--- src/hdl/cppt_pkg.sv ---
// ----------------------------------------------------------------------------
// cppt_pkg: shared types and constants for the C++ token recognizer
// Scan modes, result kinds, error codes and byte classification helpers.
// ----------------------------------------------------------------------------
package cppt_pkg;

  localparam int unsigned NMODE = 29;

  // One-hot scan modes
  typedef enum logic [NMODE-1:0] {
    M_IDLE   = 29'(1) << 0,
    M_START  = 29'(1) << 1,
    M_ID     = 29'(1) << 2,
    M_PL     = 29'(1) << 3,
    M_PSU    = 29'(1) << 4,
    M_PBU    = 29'(1) << 5,
    M_PR     = 29'(1) << 6,
    M_PU8    = 29'(1) << 7,
    M_PLR    = 29'(1) << 8,
    M_PUR16  = 29'(1) << 9,
    M_PUR32  = 29'(1) << 10,
    M_ZERO   = 29'(1) << 11,
    M_OCT    = 29'(1) << 12,
    M_DEC    = 29'(1) << 13,
    M_FRAC   = 29'(1) << 14,
    M_EXPS   = 29'(1) << 15,
    M_EXPF   = 29'(1) << 16,
    M_EXPD   = 29'(1) << 17,
    M_HEXF   = 29'(1) << 18,
    M_HEX    = 29'(1) << 19,
    M_SUF    = 29'(1) << 20,
    M_STR    = 29'(1) << 21,
    M_ESC    = 29'(1) << 22,
    M_ESCX   = 29'(1) << 23,
    M_ESCU4  = 29'(1) << 24,
    M_ESCU8  = 29'(1) << 25,
    M_ESCO   = 29'(1) << 26,
    M_RDEL   = 29'(1) << 27,
    M_RBODY  = 29'(1) << 28
  } mode_e;

  // Result kinds
  localparam logic [4:0] K_ID    = 5'd0;
  localparam logic [4:0] K_DEC   = 5'd1;
  localparam logic [4:0] K_OCT   = 5'd2;
  localparam logic [4:0] K_HEX   = 5'd3;
  localparam logic [4:0] K_FLOAT = 5'd4;
  localparam logic [4:0] K_STR0  = 5'd5;
  localparam logic [4:0] K_RAW0  = 5'd15;

  // Number classes kept in the class register while scanning a suffix
  localparam logic [3:0] C_DEC   = 4'd1;
  localparam logic [3:0] C_OCT   = 4'd2;
  localparam logic [3:0] C_HEX   = 4'd3;
  localparam logic [3:0] C_FLOAT = 4'd4;

  // Error codes
  localparam logic [3:0] E_NONE     = 4'd0;
  localparam logic [3:0] E_HEX_NODIG = 4'd1;
  localparam logic [3:0] E_OCT_DIG  = 4'd2;
  localparam logic [3:0] E_EXP_NODIG = 4'd3;
  localparam logic [3:0] E_FSUFFIX  = 4'd4;
  localparam logic [3:0] E_ISUFFIX  = 4'd5;
  localparam logic [3:0] E_ESC_X    = 4'd6;
  localparam logic [3:0] E_ESC_U4   = 4'd7;
  localparam logic [3:0] E_ESC_U8   = 4'd8;
  localparam logic [3:0] E_ESC_BAD  = 4'd9;
  localparam logic [3:0] E_UNTERM   = 4'd10;
  localparam logic [3:0] E_DEL_LONG = 4'd11;
  localparam logic [3:0] E_DEL_CHAR = 4'd12;
  localparam logic [3:0] E_RAW_OPEN = 4'd13;
  localparam logic [3:0] E_BAD_START = 4'd14;

  function automatic logic is_dig(input logic [7:0] b);
    return b >= 8'h30 && b <= 8'h39;
  endfunction

  function automatic logic is_odig(input logic [7:0] b);
    return b >= 8'h30 && b <= 8'h37;
  endfunction

  function automatic logic is_xdig(input logic [7:0] b);
    return is_dig(b) || (b >= 8'h61 && b <= 8'h66) || (b >= 8'h41 && b <= 8'h46);
  endfunction

  function automatic logic is_alpha(input logic [7:0] b);
    return (b >= 8'h61 && b <= 8'h7a) || (b >= 8'h41 && b <= 8'h5a) || b == 8'h5f;
  endfunction

  function automatic logic is_notdelim(input logic [7:0] b);
    return b == 8'h00 || b == 8'h20 || b == 8'h28 || b == 8'h29 || b == 8'h5c ||
           b == 8'h09 || b == 8'h0b || b == 8'h0c || b == 8'h0a || b == 8'h0d;
  endfunction

  function automatic logic [7:0] to_low(input logic [7:0] b);
    return (b >= 8'h41 && b <= 8'h5a) ? b + 8'd32 : b;
  endfunction

  // Integer or float suffix check on the last three suffix letters
  function automatic logic suffix_ok(input logic [3:0] cls, input logic [23:0] s,
                                     input logic [2:0] n);
    logic ok;
    ok = 1'b0;
    if (n > 3'd3) begin
      ok = 1'b0;
    end else if (cls == C_FLOAT) begin
      ok = (n == 3'd0) || (n == 3'd1 && (s == 24'h66 || s == 24'h6c));
    end else begin
      ok = (n == 3'd0) || s == 24'h75 || s == 24'h756c || s == 24'h756c6c ||
           s == 24'h6c || s == 24'h6c75 || s == 24'h6c6c || s == 24'h6c6c75;
    end
    return ok;
  endfunction

endpackage

--- src/hdl/cppt_ram.sv ---
// ----------------------------------------------------------------------------
// cppt_ram: generic single-write, single-read RAM
// One write port and one read port with registered read data.
// ----------------------------------------------------------------------------
module cppt_ram #(
  parameter int unsigned WIDTH = 8,
  parameter int unsigned DEPTH = 16,
  parameter int unsigned AW    = 4
) (
  input  logic             clk_i,
  input  logic             we_i,
  input  logic [AW-1:0]    waddr_i,
  input  logic [WIDTH-1:0] wdata_i,
  input  logic [AW-1:0]    raddr_i,
  output logic [WIDTH-1:0] rdata_o
);

  logic [WIDTH-1:0] mem_q [DEPTH];

  always_ff @(posedge clk_i) begin
    if (we_i) begin
      mem_q[waddr_i] <= wdata_i;
    end
    rdata_o <= mem_q[raddr_i];
  end

endmodule

--- src/hdl/cpp_token_recognizer.sv ---
// ----------------------------------------------------------------------------
// cpp_token_recognizer: one-token C++ lexer for identifiers, numbers, strings
// Scans one byte per cycle and reports kind, error, length and whether the
// ending byte was consumed.
// ----------------------------------------------------------------------------
// Output: a result item is registered and appears on the master side in the
//   cycle after the input item that ends the token is accepted.
// Throughput: one input item per cycle; the slave side stalls only while a
//   result is held and the master side is not ready.
// Reset: asynchronous active-low; scan state goes idle, counters clear,
//   the delimiter RAM is not cleared (only entries of the current token are read).
module cpp_token_recognizer #(
  parameter int unsigned MAX_DELIM_LEN = 16,
  parameter int unsigned LENGTH_BITS   = 16
) (
  input  logic        clk_i,
  input  logic        rst_ni,
  input  logic        s_axis_tvalid_i,
  output logic        s_axis_tready_o,
  input  logic [7:0]  s_axis_tdata_i,   // [7:0] byte_req
  input  logic        s_axis_tuser_i,   // [0] start_req
  output logic        m_axis_tvalid_o,
  input  logic        m_axis_tready_i,
  output logic [31:0] m_axis_tdata_o,   // [4:0] kind, [8:5] error, [24:9] length, zero pad
  output logic        m_axis_tuser_o    // [0] byte_consumed
);

  localparam int unsigned DLW = $clog2(MAX_DELIM_LEN + 1);
  localparam int unsigned MPW = $clog2(MAX_DELIM_LEN + 3);
  localparam int unsigned AW  = (MAX_DELIM_LEN > 1) ? $clog2(MAX_DELIM_LEN) : 1;

  // scan state
  cppt_pkg::mode_e        mode_q, mode_d;
  logic [LENGTH_BITS-1:0] len_q, len_d;
  logic [3:0]             cls_q, cls_d;
  logic [3:0]             esc_q, esc_d;
  logic [23:0]            suf_q, suf_d;
  logic [2:0]             sufn_q, sufn_d;
  logic [DLW-1:0]         dlen_q, dlen_d;
  logic [MPW-1:0]         mp_q, mp_d;

  // result register
  logic        out_vld_q, out_vld_d;
  logic [4:0]  out_kind_q, out_kind_d;
  logic [3:0]  out_err_q, out_err_d;
  logic [15:0] out_len_q, out_len_d;
  logic        out_cons_q, out_cons_d;

  // delimiter RAM
  logic          ram_we;
  logic [AW-1:0] ram_raddr;
  logic [7:0]    ram_rdata;

  logic          acc;
  logic [7:0]    b;
  cppt_pkg::mode_e m;
  logic          res_v;
  logic [4:0]    res_kind;
  logic [3:0]    res_err;
  logic          res_cons;
  logic [7:0]    expect_c;
  logic [7:0]    quote_c;

  assign s_axis_tready_o = !out_vld_q || m_axis_tready_i;
  assign acc = s_axis_tvalid_i && s_axis_tready_o;
  assign b   = s_axis_tdata_i;

  // raw terminator: ')' then delimiter bytes then '"'
  always_comb begin
    if (mp_q == '0) begin
      expect_c = 8'h29;
    end else if ((DLW + 1)'(mp_q) <= (DLW + 1)'(dlen_q)) begin
      expect_c = ram_rdata;
    end else begin
      expect_c = 8'h22;
    end
  end

  assign quote_c = cls_q[0] ? 8'h27 : 8'h22;

  always_comb begin
    mode_d   = mode_q;
    len_d    = len_q;
    cls_d    = cls_q;
    esc_d    = esc_q;
    suf_d    = suf_q;
    sufn_d   = sufn_q;
    dlen_d   = dlen_q;
    mp_d     = mp_q;
    res_v    = 1'b0;
    res_kind = cppt_pkg::K_ID;
    res_err  = cppt_pkg::E_NONE;
    res_cons = 1'b0;
    ram_we   = 1'b0;
    m        = mode_q;

    if (acc) begin
      if (s_axis_tuser_i) begin
        len_d  = '0;
        cls_d  = '0;
        esc_d  = '0;
        suf_d  = '0;
        sufn_d = '0;
        dlen_d = '0;
        mp_d   = '0;
        m      = cppt_pkg::M_START;
      end

      // first fall-through: prefixes into identifiers, lone zero, escapes back to body
      unique case (m) inside
        cppt_pkg::M_PL, cppt_pkg::M_PSU, cppt_pkg::M_PBU: begin
          if (!(b == 8'h22 || b == 8'h27 || b == 8'h52 ||
                (m == cppt_pkg::M_PSU && b == 8'h38))) begin
            m = cppt_pkg::M_ID;
          end
        end
        cppt_pkg::M_PR: begin
          if (!(b == 8'h22 || b == 8'h4c || b == 8'h75 || b == 8'h55)) begin
            m = cppt_pkg::M_ID;
          end
        end
        cppt_pkg::M_PU8: begin
          if (!(b == 8'h22 || b == 8'h27)) m = cppt_pkg::M_ID;
        end
        cppt_pkg::M_PLR, cppt_pkg::M_PUR16, cppt_pkg::M_PUR32: begin
          if (b != 8'h22) m = cppt_pkg::M_ID;
        end
        cppt_pkg::M_ZERO: begin
          if (!(b == 8'h78 || b == 8'h58 || cppt_pkg::is_dig(b))) m = cppt_pkg::M_DEC;
        end
        cppt_pkg::M_ESCX: begin
          if (!cppt_pkg::is_xdig(b) && esc_q != 4'd0) m = cppt_pkg::M_STR;
        end
        cppt_pkg::M_ESCU4: begin
          if (!cppt_pkg::is_xdig(b) && esc_q == 4'd4) m = cppt_pkg::M_STR;
        end
        cppt_pkg::M_ESCU8: begin
          if (!cppt_pkg::is_xdig(b) && esc_q == 4'd8) m = cppt_pkg::M_STR;
        end
        cppt_pkg::M_ESCO: begin
          if (!cppt_pkg::is_odig(b)) m = cppt_pkg::M_STR;
        end
        default: ;
      endcase

      // second fall-through: end of digits moves into suffix scan
      unique case (m)
        cppt_pkg::M_DEC: begin
          if (!cppt_pkg::is_dig(b) && b != 8'h2e && b != 8'h65 && b != 8'h45) begin
            m = cppt_pkg::M_SUF; cls_d = cppt_pkg::C_DEC; suf_d = '0; sufn_d = '0;
          end
        end
        cppt_pkg::M_OCT: begin
          if (!cppt_pkg::is_dig(b)) begin
            m = cppt_pkg::M_SUF; cls_d = cppt_pkg::C_OCT; suf_d = '0; sufn_d = '0;
          end
        end
        cppt_pkg::M_FRAC: begin
          if (!cppt_pkg::is_dig(b) && b != 8'h65 && b != 8'h45) begin
            m = cppt_pkg::M_SUF; cls_d = cppt_pkg::C_FLOAT; suf_d = '0; sufn_d = '0;
          end
        end
        cppt_pkg::M_EXPD: begin
          if (!cppt_pkg::is_dig(b)) begin
            m = cppt_pkg::M_SUF; cls_d = cppt_pkg::C_FLOAT; suf_d = '0; sufn_d = '0;
          end
        end
        cppt_pkg::M_HEX: begin
          if (!cppt_pkg::is_xdig(b)) begin
            m = cppt_pkg::M_SUF; cls_d = cppt_pkg::C_HEX; suf_d = '0; sufn_d = '0;
          end
        end
        default: ;
      endcase

      mode_d = m;

      // main per-byte decision; "take" bumps the saturating length
      unique case (m)
        cppt_pkg::M_START: begin
          mode_d = cppt_pkg::M_ID;
          if (b == 8'h30) mode_d = cppt_pkg::M_ZERO;
          else if (cppt_pkg::is_dig(b)) mode_d = cppt_pkg::M_DEC;
          else if (b == 8'h2e) mode_d = cppt_pkg::M_FRAC;
          else if (b == 8'h22) begin mode_d = cppt_pkg::M_STR; cls_d = 4'd0; end
          else if (b == 8'h27) begin mode_d = cppt_pkg::M_STR; cls_d = 4'd1; end
          else if (b == 8'h4c) mode_d = cppt_pkg::M_PL;
          else if (b == 8'h75) mode_d = cppt_pkg::M_PSU;
          else if (b == 8'h55) mode_d = cppt_pkg::M_PBU;
          else if (b == 8'h52) mode_d = cppt_pkg::M_PR;
          else if (!cppt_pkg::is_alpha(b)) begin
            res_v = 1'b1; res_err = cppt_pkg::E_BAD_START;
          end
        end
        cppt_pkg::M_ID: begin
          if (!(cppt_pkg::is_alpha(b) || cppt_pkg::is_dig(b))) begin
            res_v = 1'b1; res_kind = cppt_pkg::K_ID;
          end
        end
        cppt_pkg::M_PL, cppt_pkg::M_PSU, cppt_pkg::M_PBU: begin
          if (b == 8'h22 || b == 8'h27) begin
            mode_d = cppt_pkg::M_STR;
            cls_d  = (m == cppt_pkg::M_PL) ? 4'd2 : (m == cppt_pkg::M_PSU) ? 4'd4 : 4'd6;
            cls_d[0] = (b == 8'h27);
          end else if (b == 8'h52) begin
            mode_d = (m == cppt_pkg::M_PL) ? cppt_pkg::M_PLR :
                     (m == cppt_pkg::M_PSU) ? cppt_pkg::M_PUR16 : cppt_pkg::M_PUR32;
          end else begin
            mode_d = cppt_pkg::M_PU8;
          end
        end
        cppt_pkg::M_PR: begin
          if (b == 8'h22) begin
            mode_d = cppt_pkg::M_RDEL; cls_d = 4'd0; dlen_d = '0;
          end else if (b == 8'h4c) mode_d = cppt_pkg::M_PLR;
          else if (b == 8'h75) mode_d = cppt_pkg::M_PUR16;
          else mode_d = cppt_pkg::M_PUR32;
        end
        cppt_pkg::M_PU8: begin
          mode_d = cppt_pkg::M_STR;
          cls_d  = (b == 8'h27) ? 4'd9 : 4'd8;
        end
        cppt_pkg::M_PLR, cppt_pkg::M_PUR16, cppt_pkg::M_PUR32: begin
          mode_d = cppt_pkg::M_RDEL;
          dlen_d = '0;
          cls_d  = (m == cppt_pkg::M_PLR) ? 4'd1 : (m == cppt_pkg::M_PUR16) ? 4'd2 : 4'd3;
        end
        cppt_pkg::M_ZERO: begin
          if (b == 8'h78 || b == 8'h58) mode_d = cppt_pkg::M_HEXF;
          else if (cppt_pkg::is_odig(b)) mode_d = cppt_pkg::M_OCT;
          else begin res_v = 1'b1; res_err = cppt_pkg::E_OCT_DIG; end
        end
        cppt_pkg::M_OCT: begin
          if (!cppt_pkg::is_odig(b)) begin res_v = 1'b1; res_err = cppt_pkg::E_OCT_DIG; end
        end
        cppt_pkg::M_DEC: begin
          if (b == 8'h2e) mode_d = cppt_pkg::M_FRAC;
          else if (b == 8'h65 || b == 8'h45) mode_d = cppt_pkg::M_EXPS;
        end
        cppt_pkg::M_FRAC: begin
          if (b == 8'h65 || b == 8'h45) mode_d = cppt_pkg::M_EXPS;
        end
        cppt_pkg::M_EXPS: begin
          if (b == 8'h2b || b == 8'h2d) mode_d = cppt_pkg::M_EXPF;
          else if (cppt_pkg::is_dig(b)) mode_d = cppt_pkg::M_EXPD;
          else begin res_v = 1'b1; res_err = cppt_pkg::E_EXP_NODIG; end
        end
        cppt_pkg::M_EXPF: begin
          if (cppt_pkg::is_dig(b)) mode_d = cppt_pkg::M_EXPD;
          else begin res_v = 1'b1; res_err = cppt_pkg::E_EXP_NODIG; end
        end
        cppt_pkg::M_EXPD: ;
        cppt_pkg::M_HEXF: begin
          if (cppt_pkg::is_xdig(b)) mode_d = cppt_pkg::M_HEX;
          else begin res_v = 1'b1; res_err = cppt_pkg::E_HEX_NODIG; end
        end
        cppt_pkg::M_HEX: ;
        cppt_pkg::M_SUF: begin
          if (b == 8'h66 || b == 8'h46 || b == 8'h6c || b == 8'h4c ||
              b == 8'h75 || b == 8'h55) begin
            suf_d = {suf_d[15:0], cppt_pkg::to_low(b)};
            if (sufn_d != 3'd7) sufn_d = sufn_d + 3'd1;
          end else begin
            res_v = 1'b1;
            if (cppt_pkg::suffix_ok(cls_d, suf_d, sufn_d)) res_kind = {1'b0, cls_d};
            else res_err = (cls_d == cppt_pkg::C_FLOAT) ? cppt_pkg::E_FSUFFIX
                                                         : cppt_pkg::E_ISUFFIX;
          end
        end
        cppt_pkg::M_STR: begin
          if (b == quote_c) begin
            res_v = 1'b1; res_cons = 1'b1; res_kind = cppt_pkg::K_STR0 + {1'b0, cls_d};
          end else if (b == 8'h5c) mode_d = cppt_pkg::M_ESC;
          else if (b == 8'h00) begin res_v = 1'b1; res_err = cppt_pkg::E_UNTERM; end
        end
        cppt_pkg::M_ESC: begin
          esc_d = '0;
          if (b == 8'h61 || b == 8'h62 || b == 8'h66 || b == 8'h6e || b == 8'h72 ||
              b == 8'h74 || b == 8'h76 || b == 8'h5c || b == 8'h27 || b == 8'h22 ||
              b == 8'h3f) mode_d = cppt_pkg::M_STR;
          else if (b == 8'h78) mode_d = cppt_pkg::M_ESCX;
          else if (b == 8'h75) mode_d = cppt_pkg::M_ESCU4;
          else if (b == 8'h55) mode_d = cppt_pkg::M_ESCU8;
          else if (cppt_pkg::is_odig(b)) mode_d = cppt_pkg::M_ESCO;
          else begin res_v = 1'b1; res_err = cppt_pkg::E_ESC_BAD; end
        end
        cppt_pkg::M_ESCX, cppt_pkg::M_ESCU4, cppt_pkg::M_ESCU8: begin
          if (cppt_pkg::is_xdig(b)) begin
            if (esc_q != 4'd15) esc_d = esc_q + 4'd1;
          end else begin
            res_v   = 1'b1;
            res_err = (m == cppt_pkg::M_ESCX) ? cppt_pkg::E_ESC_X :
                      (m == cppt_pkg::M_ESCU4) ? cppt_pkg::E_ESC_U4 : cppt_pkg::E_ESC_U8;
          end
        end
        cppt_pkg::M_ESCO: ;
        cppt_pkg::M_RDEL: begin
          if (!cppt_pkg::is_notdelim(b)) begin
            if (dlen_q == DLW'(MAX_DELIM_LEN)) begin
              res_v = 1'b1; res_err = cppt_pkg::E_DEL_LONG;
            end else begin
              ram_we = 1'b1;
              dlen_d = dlen_q + DLW'(1);
            end
          end else if (b == 8'h28) begin
            mp_d = '0; mode_d = cppt_pkg::M_RBODY;
          end else begin
            res_v = 1'b1; res_err = cppt_pkg::E_DEL_CHAR;
          end
        end
        cppt_pkg::M_RBODY: begin
          if (b == 8'h00) begin
            res_v = 1'b1; res_err = cppt_pkg::E_RAW_OPEN;
          end else if (b == expect_c) begin
            mp_d = mp_q + MPW'(1);
            if ((MPW + 1)'(mp_d) >= (MPW + 1)'(dlen_q) + (MPW + 1)'(2)) begin
              res_v = 1'b1; res_cons = 1'b1; res_kind = cppt_pkg::K_RAW0 + {1'b0, cls_d};
            end
          end else begin
            mp_d = (b == 8'h29) ? MPW'(1) : '0;
          end
        end
        cppt_pkg::M_IDLE: ;
        default: mode_d = cppt_pkg::M_IDLE;
      endcase

      // length: a finish takes only when consuming, otherwise every live byte takes
      if ((m != cppt_pkg::M_IDLE) && (!res_v || res_cons)) begin
        if (len_d != '1) len_d = len_d + LENGTH_BITS'(1);
      end
      if (res_v) begin
        mode_d = cppt_pkg::M_IDLE;
        if (res_err != cppt_pkg::E_NONE) res_kind = cppt_pkg::K_ID;
      end
    end
  end

  // prefetch the next expected delimiter byte
  always_comb begin
    ram_raddr = '0;
    if (mp_d != '0 && (MPW + 1)'(mp_d) <= (MPW + 1)'(MAX_DELIM_LEN)) begin
      ram_raddr = AW'(mp_d - MPW'(1));
    end
  end

  cppt_ram #(
    .WIDTH (8),
    .DEPTH (MAX_DELIM_LEN),
    .AW    (AW)
  ) u_delim_ram (
    .clk_i   (clk_i),
    .we_i    (ram_we),
    .waddr_i (AW'(dlen_q)),
    .wdata_i (b),
    .raddr_i (ram_raddr),
    .rdata_o (ram_rdata)
  );

  // result register
  always_comb begin
    out_vld_d  = out_vld_q;
    out_kind_d = out_kind_q;
    out_err_d  = out_err_q;
    out_len_d  = out_len_q;
    out_cons_d = out_cons_q;
    if (m_axis_tready_i) out_vld_d = 1'b0;
    if (acc && res_v) begin
      out_vld_d  = 1'b1;
      out_kind_d = res_kind;
      out_err_d  = res_err;
      out_len_d  = 16'(len_d);
      out_cons_d = res_cons;
    end
  end

  always_ff @(posedge clk_i or negedge rst_ni) begin
    if (!rst_ni) begin
      mode_q    <= cppt_pkg::M_IDLE;
      len_q     <= '0;
      cls_q     <= '0;
      esc_q     <= '0;
      suf_q     <= '0;
      sufn_q    <= '0;
      dlen_q    <= '0;
      mp_q      <= '0;
      out_vld_q <= 1'b0;
    end else begin
      mode_q    <= mode_d;
      len_q     <= len_d;
      cls_q     <= cls_d;
      esc_q     <= esc_d;
      suf_q     <= suf_d;
      sufn_q    <= sufn_d;
      dlen_q    <= dlen_d;
      mp_q      <= mp_d;
      out_vld_q <= out_vld_d;
    end
  end

  always_ff @(posedge clk_i) begin
    out_kind_q <= out_kind_d;
    out_err_q  <= out_err_d;
    out_len_q  <= out_len_d;
    out_cons_q <= out_cons_d;
  end

  assign m_axis_tvalid_o = out_vld_q;
  assign m_axis_tdata_o  = {7'd0, out_len_q, out_err_q, out_kind_q};
  assign m_axis_tuser_o  = out_cons_q;

  // an error result carries no kind and never keeps the failing byte
  a_err_no_kind: assert property (@(posedge clk_i) disable iff (!rst_ni)
    out_vld_q && out_err_q != cppt_pkg::E_NONE |-> out_kind_q == cppt_pkg::K_ID && !out_cons_q)
    else $error("error result with kind or consumed byte");

  // match position never passes the end of the terminator
  a_mp_bound: assert property (@(posedge clk_i) disable iff (!rst_ni)
    mode_q == cppt_pkg::M_RBODY |-> (DLW + 1)'(mp_q) <= (DLW + 1)'(dlen_q) + (DLW + 1)'(1))
    else $error("raw match position out of range");

  // length only grows within a token
  a_len_mono: assert property (@(posedge clk_i) disable iff (!rst_ni)
    acc && !s_axis_tuser_i |=> len_q >= $past(len_q))
    else $error("token length shrank");

  // delimiter length stays within its store
  a_dlen_bound: assert property (@(posedge clk_i) disable iff (!rst_ni)
    (DLW + 1)'(dlen_q) <= (DLW + 1)'(MAX_DELIM_LEN))
    else $error("delimiter length overflow");

endmodule

--- config.mk ---
export PLATFORM = sky130hd
export DESIGN_NAME = cpp_token_recognizer
export DESIGN_NICKNAME = d
export VERILOG_FILES = /design/src/hdl/cppt_pkg.sv /design/src/hdl/cppt_ram.sv /design/src/hdl/cpp_token_recognizer.sv
export SDC_FILE = /design/constraint.sdc
export NUM_CORES = 1
export LEC_CHECK = 0
export BUFFER_PORTS_ARGS = -buffer_cell sky130_fd_sc_hd__buf_2
export CAP_MARGIN = 40
export CORE_ASPECT_RATIO = 1.5
export CORE_MARGIN = 3
export CORE_UTILIZATION = 25
export CTS_CLUSTER_DIAMETER = 100
export DETAILED_ROUTE_END_ITERATION = 10
export PLACE_DENSITY = 0.4
export RECOVER_POWER = 100
export SYNTH_ARGS = -nofsm -noshare
export SYNTH_HDL_FRONTEND = slang
export SYNTH_SLANG_ARGS = --single-unit
--- constraint.sdc ---
create_clock -name clk_i -period 7.15 [get_ports clk_i]
set_clock_uncertainty 0.15 [all_clocks]
set_input_delay 0.3575 -clock clk_i [delete_from_list [all_inputs] [get_ports clk_i]]
set_output_delay 0.3575 -clock clk_i [all_outputs]
set_load 0.1 [all_outputs]
# After elaboration in Yosys (flattened, before gate mapping)
# Memory sizes are Yosys's and may differ from the RTL's. A register that Yosys moved wholly into a read port is not among the register bits.
# Index checks and enable logic that the tools add are counted.
totals:
  input_bits: 13
  n_memories: 1
  ramBits: 128
  ff_bits: 117
classes:
  n_eq_ne: 105
  reduce_logical: 89
  addsub: 10
  magnitude_cmp: 13
  n_mux: 214
mem_list:
  columns: ["memory", "words", "word_bits", "rd", "rd_ports_with_merged_regs", "write_ports", "line_no", "source"]
  rows:
  - ["u_delim_ram.mem_q", 16, 8, 1, 1, 1, "cppt_ram.sv:18", "logic [WIDTH-1:0] mem_q [DEPTH];"]
op_table:
  columns: ["op", "count"]
  rows:
  - ["two-way mux 29 bit", 34]
  - ["one-hot mux 29 bit (15 select lines)", 1]
  - ["one-hot mux 29 bit (9 select lines)", 1]
  - ["two-way mux 24 bit", 8]
  - ["two-way mux 4 bit", 46]
  - ["== test 8 x 7 -> 1 bit (second input constant)", 19]
  - ["two-way mux 22 bit", 6]
  - ["one-hot mux 29 bit (4 select lines)", 1]
  - ["one-hot mux 24 bit (4 select lines)", 1]
  - ["== test 8 x 6 -> 1 bit (second input constant)", 11]
  - ["two-way mux 16 bit", 5]
  - ["two-way mux 5 bit", 16]
  - ["== test 24 x 15 -> 1 bit (second input constant)", 3]
  - ["== test 24 x 7 -> 1 bit (second input constant)", 3]
  - ["== test 29 x 10 -> 1 bit (second input constant)", 2]
  - ["== test 29 x 11 -> 1 bit (second input constant)", 2]
  - ["== test 29 x 12 -> 1 bit (second input constant)", 2]
  - ["== test 29 x 13 -> 1 bit (second input constant)", 2]
  - ["== test 29 x 14 -> 1 bit (second input constant)", 2]
  - ["== test 29 x 15 -> 1 bit (second input constant)", 2]
  - ["== test 29 x 18 -> 1 bit (second input constant)", 2]
  - ["== test 29 x 20 -> 1 bit (second input constant)", 2]
  - ["== test 29 x 24 -> 1 bit (second input constant)", 2]
  - ["== test 29 x 25 -> 1 bit (second input constant)", 2]
  - ["78 further kinds", 256]

# Longest topological paths before layout
depth:
  ltp_word: 34
  mapped_depth: 26
  depth_no_buf: 21

# By module
# From an unflattened synthesis, not the netlist that was laid out.
unflattened:
  cells_unflattened: 1442
  hier_area_um2: 14819.2
modules_own_cells:
  columns: ["mod", "seq_area_each_um2", "cells_per_inst", "area_per_inst_um2", "n_inst"]
  rows:
  - ["cpp_token_recognizer", 3059.2, 1213, 9671.8, 1]
  - ["cppt_ram", 4003.8, 229, 5147.4, 1]

# Worst setup path after synthesis
# No wires, ideal clock.
synth_path:
  path_type: "input-to-reg"
  start: "in s_axis_tdata_i[6]"
  end: "reg u_delim_ram.rdata_o[6] (read register of u_delim_ram.mem_q)"
  path_stages: 25
  path_slack_ns: 1.286
  arrival_time_ns: 5.593
  setup_ns: 0.121
  path_cell_list: "clkbuf_1 clkbuf_1 inv_1 ha_1 nand4_1 a211o_1 nand2b_1 clkbuf_1 o21ai_1 nor3_2 a41oi_1 a211o_1 o2bb2ai_1 inv_1 buf_4 clkbuf_1 clkbuf_1 ha_1 buf_1 and3_1 mux2i_1 buf_2 mux2i_1 o22ai_1 a2bb2o_1"
synth_between:
  elab_chain_len: 19
  word_cells_on_any_way: 102
  classes_between: "add/sub: 1; order compare: 8; eq/ne: 30; mux: 25; reduce/logical: 38"
synth_rtl:
  columns: ["item", "line_no", "source"]
  rows:
  - ["start, declared", "cpp_token_recognizer.sv:20", "input logic [7:0] s_axis_tdata_i,"]
  - ["greater-or-equal comparator 8 x 6 -> 1 bit (tied with other cells)", "cppt_pkg.sv:75, cppt_pkg.sv:79", null]
  - ["logical AND 1 bit, on equally long branches", "cppt_pkg.sv:75, cppt_pkg.sv:83", null]
  - ["logical OR 1 bit (2 in a row)", "cppt_pkg.sv:83", "return is_dig(b) || (b >= 8'h61 && b <= 8'h66) || (b >= 8'h41 && b <= 8'h46);"]
  - ["logical NOT 1 bit", null, null]
  - ["logical AND 1 bit, on equally long branches", "cpp_token_recognizer.sv:138, cpp_token_recognizer.sv:132, cpp_token_recognizer.sv:135", null]
  - ["two-way mux 29 bit, on equally long branches", "cpp_token_recognizer.sv:138, cpp_token_recognizer.sv:132, cpp_token_recognizer.sv:135", null]
  - ["one-hot mux 29 bit (9 select lines)", "cpp_token_recognizer.sv:110", "unique case (m) inside"]
  - ["two-way mux 29 bit", "cpp_token_recognizer.sv:97", "if (acc) begin"]
  - ["[... 2 more ...]", null, null]
  - ["one-hot mux 29 bit (4 select lines)", "cpp_token_recognizer.sv:147", "unique case (m)"]
  - ["two-way mux 29 bit", "cpp_token_recognizer.sv:97", null]
  - ["== test 29 bit / == test 29 x 28 -> 1 bit (equally long branches)", "cpp_token_recognizer.sv:179", "unique case (m)"]
  - ["one-hot mux 5 bit (2 select lines) *", "cpp_token_recognizer.sv:179", null]
  - ["two-way mux 5 bit *", "cpp_token_recognizer.sv:97", null]
  - ["<= comparator 5 bit / nonzero test 5 bit (equally long branches)", "cpp_token_recognizer.sv:341", "if (mp_d != '0 && (MPW + 1)'(mp_d) <= (MPW + 1)'(MAX_DELIM_LEN)) begin"]
  - ["logical AND 1 bit", "cpp_token_recognizer.sv:341", null]
  - ["two-way mux 4 bit *", "cpp_token_recognizer.sv:341", null]
  - ["end, declared", "cppt_ram.sv:15", "output logic [WIDTH-1:0] rdata_o"]
# Mark *: on every way between the ends. The rest lies on a longest branch, timed or not. The select of a mux whose other input is x is not followed.
# A chain may end at the register's enable or synchronous reset.

# Final worst setup path
layout_path:
  start: "reg mode_q[17]"
  end: "reg mode_q[6]"
layout_between:
  elab_chain_len: 19
  word_cells_on_any_way: 98
  classes_between: "eq/ne: 47; mux: 42; reduce/logical: 9"
layout_rtl:
  columns: ["item", "line_no", "source"]
  rows:
  - ["start, declared", "cpp_token_recognizer.sv:33", "cppt_pkg::mode_e mode_q, mode_d;"]
  - ["start signal, assigned", "cpp_token_recognizer.sv:378", "mode_q <= cppt_pkg::M_IDLE;"]
  - ["start signal, assigned", "cpp_token_recognizer.sv:388", "mode_q <= mode_d;"]
  - ["two-way mux 29 bit *", "cpp_token_recognizer.sv:98", "if (s_axis_tuser_i) begin"]
  - ["two-way mux 29 bit *", "cpp_token_recognizer.sv:97", null]
  - ["== test 29 x 5 -> 1 bit", "cpp_token_recognizer.sv:113", "(m == cppt_pkg::M_PSU && b == 8'h38))) begin"]
  - ["logical AND 1 bit", "cpp_token_recognizer.sv:113", null]
  - ["logical OR 1 bit", "cpp_token_recognizer.sv:112", "if (!(b == 8'h22 || b == 8'h27 || b == 8'h52 ||"]
  - ["two-way mux 29 bit", "cpp_token_recognizer.sv:112", null]
  - ["one-hot mux 29 bit (9 select lines) *", "cpp_token_recognizer.sv:110", null]
  - ["two-way mux 29 bit *", "cpp_token_recognizer.sv:97", null]
  - ["== test 29 x 18 -> 1 bit / == test 29 x 13 -> 1 bit (equally long branches)", "cpp_token_recognizer.sv:147", null]
  - ["OR reduction 2 bit (no line)", null, null]
  - ["one-hot mux 29 bit (4 select lines) *", "cpp_token_recognizer.sv:147", null]
  - ["two-way mux 29 bit *", "cpp_token_recognizer.sv:97", null]
  - ["branches (longest 6 deep; another with == test 29 x 4 -> 1 bit)", null, null]
  - ["two-way mux 29 bit *", "cpp_token_recognizer.sv:331", "if (res_v) begin"]
# Mark *: on every way between the ends. The select of a mux whose other input is x is not followed.

==> results.yml <==
run_status:
  status: "finished with violations"
  violations: "max-capacitance violations, max-slew violations"
critical_path:
  cp_slowest_stage_delay_ns: 0.64
  worstPathCellList: "nor4_4 -> a41oi_1 -> nor4_1 -> a211oi_1 -> o221ai_1 -> nor4_2 -> clkbuf_1 -> o211ai_1 -> a21o_1 -> nand3_1 -> or4_1 -> or4b_1 -> nor3_1 -> nor2_1 -> buf_4 -> a32o_1"
  path_max_fanout: 13
  crit_required_ns: 7.46
  crit_type: "reg -> reg"
  crit_slowest_cell: "nor4_1"
  r2r_cells: 16
  crit_arrival_ns: 6.98
  cp-start-kind: "flop"
  critPathCaptureType: "flop"
synthesis:
  synthFlopType: "edfxtp_1"
  synth_cell_types: 109
  async_flop_share_pct: 36.0
  syn-cell-area_um2: 15300
  synth_top_area_cell: "edfxtp_1"
  synth.area.top_cells: "edfxtp_1 30%, dfrtp_1 15%, nand2_1 4.2%"
  ys_ff_latch: 253
  ys_warn_count: 0
  syn_area_per_cell_um2: 9.66
  synthesis.instances: 1582
  synth_edf_count: 154
  synth_top_area_share_pct: 30.3
  yosysSeqAreaShare_pct: 46.2
sta:
  max_freq_ghz: 0.150
  finalSetupViolCount: 0
  min_period_ns: 6.66
  maxSlewHeadroom_pct: -124
  post-route-period-util_pct: 93.2
  timing.hold.ws_ns: 0.169
  rsz0062_at_grt: "false"
  hold_viol_final: 0
  tightest_slew_ns: 3.36
  slew_viol_final: 142
  setup_tns_ns: 0
placed_design:
  port-buffer-count: 40
  dp_hpwl_um: 46600
  placed_cells: 2399
  gp_congestion: 0.927
worst_hold_path:
  whs_path_depth: 2
  hp-class: "in -> reg"
cells_and_area:
  drive_above_1_share_pct: 10.3
  nets: 1692
  n_antenna_cell: 0
  post-route-util_pct: 29.1
  syn_to_final_growth_pct: 14.9
  fin_cells: 2459
global_route:
  grt_usage_pct: 18.6
  grt_use_met1_pct: 19.3
  busiest_layer: "met2"
  use_met2_pct: 36.1
  antenna_found_initial: 1
  gr-total-overflow: 0
  use_met3_pct: 2.31
  grt_pass1_vias: 13600
  grt_max_degree: 57
  grt_pass1_wl_um: 90700
detailed_routing:
  vias: 13300
  drc_errors: 0
  drt_iter0_markers: 817
  ant_nets: 0
  drt_wl_total_um: 61100
  viasPerCell: 5.41
  dr.pass1.iters: 7
  avgRoutedWirePerCell_um: 24.9
floorplan:
  core_area_um2: 60300
  start_util_pct: 25.3
  rows: 110
  die_h_um: 309
  die_x_um: 208
  io_pins: 48
  dieArea_um2: 64200
clocking:
  clk_latency_ns: 0.63
  clkTransAtPathRegs_ns: 0.07
  cts_max_level: 1
  clk_path_buf_depth: 3
  cts.sinks: 253
  root_buffer: "clkbuf_16"
  numCtsBuffers: 31
  cts_tree: "built"
  post_cts_resize_count: 0
job:
  drv_cap: 3
power:
  powerDensity_nw_per_um2: 200
  p_leak_nw: 6.27
  vdd_ir_drop_max_v: 0.000176
## flip-flops by register name, summed over array words and instances (netlist names)
| signal | flops |
|---|---|
| mode_q | 29 |
| sufn_q | 3 |
| dlen_q | 5 |
| esc_q | 4 |
| u_delim_ram.rdata_o | 8 |
| mp_q | 5 |
| out_err_q | 4 |
| u_delim_ram.mem_q | 128 |
| len_q | 16 |
| out_len_q | 16 |
| cls_q | 4 |
| m_axis_tvalid_o | 1 |
| out_kind_q | 5 |
| suf_q | 24 |
| m_axis_tuser_o | 1 |
## critical path, delay by kind of cell, from the launching register on
kind | cells | cell delay (ns)
flip-flops | 1 | 0.48
buffers and inverters | 2 | 0.48
AO/OA/AOI/OAI | 6 | 2.30
AND/OR/NAND/NOR | 8 | 3.06
## repair_timing
| item | in CTS | in global routing |
|---|---|---|
| hold buffers | 2 | 0 |
| hold endpoints to repair | 36 | 0 |
| setup buffers | 0 | 0 |
## power breakdown
part           total, W  switching, W  leakage, nW  internal (W)
clock network   0.00157      0.000682        0.479      0.000886
registers       0.00159     0.0000130         2.73       0.00157
logic          0.000366      0.000288         3.06     0.0000785
## path summary, 6_finish.rpt
kind,from,endpoint,slack [ns]
setup / recovery,mode_q[17]$_DFFE_PN0P_,mode_q[6]$_DFFE_PN0P_,0.49
hold / removal,s_axis_tdata_i[1],suf_q[1]$_DFFE_PN0P_,0.17
setup reg to reg,mode_q[17]$_DFFE_PN0P_,mode_q[6]$_DFFE_PN0P_,0.49
hold reg to reg,cls_q[1]$_DFFE_PN0P_,cls_q[1]$_DFFE_PN0P_,0.34
max in group asynchronous,rst_ni,mode_q[27]$_DFFE_PN0P_,1.90
min in group asynchronous,rst_ni,mode_q[2]$_DFFE_PN0P_,0.84
## per-layer routing
metal	routed length [um]	part of all wire, %	up-vias
met5	13	0.021	-
met4	3880	6.3	2
met3	2390	3.9	176
met2	32700	53	381
met1	22200	36	6575
li1	-	-	6172
## placed cells by master (no fill, tap or decap), types with 53 or more instances in the layout
master,netlist,final
nand2_1,173,172
edfxtp_1,154,154
nor2_1,127,126
dfrtp_1,90,90
o21ai_0,78,80
a21oi_1,74,75
nor3_1,69,70
clkbuf_1,59,69
buf_4,9,56
nand3_1,53,53
## layout make-up
type	count	area, um^2
timing repair buffer	132	762
tap	784	981
inverter	49	184
fill	6463	42700
sequential	253	7060
clock buffer	39	816
clock inverter	19	176
multi-input combinational	1183	7570
## Yosys cell counts (all sizes together), types with 17 or more instances
library cell	instances
nand2	173
edfxtp	154
nor2	128
dfrtp	90
o21ai	86
a21oi	78
nor3	72
clkbuf	60
nand3	54
inv	49
buf	43
a22o	41
nor4	40
ha	29
mux2i	27
nor2b	24
nand4	22
or3	18
and2	17
nand2b	17
xnor2	17
## metrics by stage
step	area [um^2]	setup slack (ns)	total power, W
6_report	17600	0.486	0.00352
5_1_grt	17600	0.250	0.00366
4_1_cts	17800	0.929	0.00359
3_5_place_dp	16700	0.620	0.00199
3_3_place_gp	16700	0.592	0.00199
2_1_floorplan	15300	1.29	0.00185
## cells by family (layout without fill, tap and decap cells)
logic type / after synthesis / in the layout / synth area share, %
AO/OA/AOI/OAI: 436 / 436 / 20.8
XOR/XNOR: 33 / 33 / 1.89
adder cells (fa/ha/maj): 29 / 29 / 2.37
buffers and inverters: 152 / 239 / 4.37
flip-flops: 253 / 253 / 46.2
multiplexers: 28 / 28 / 1.84
other: 1 / 7 / 0.0245
AND/OR/NAND/NOR: 650 / 650 / 22.5
(Power assumes the default switching activity.)
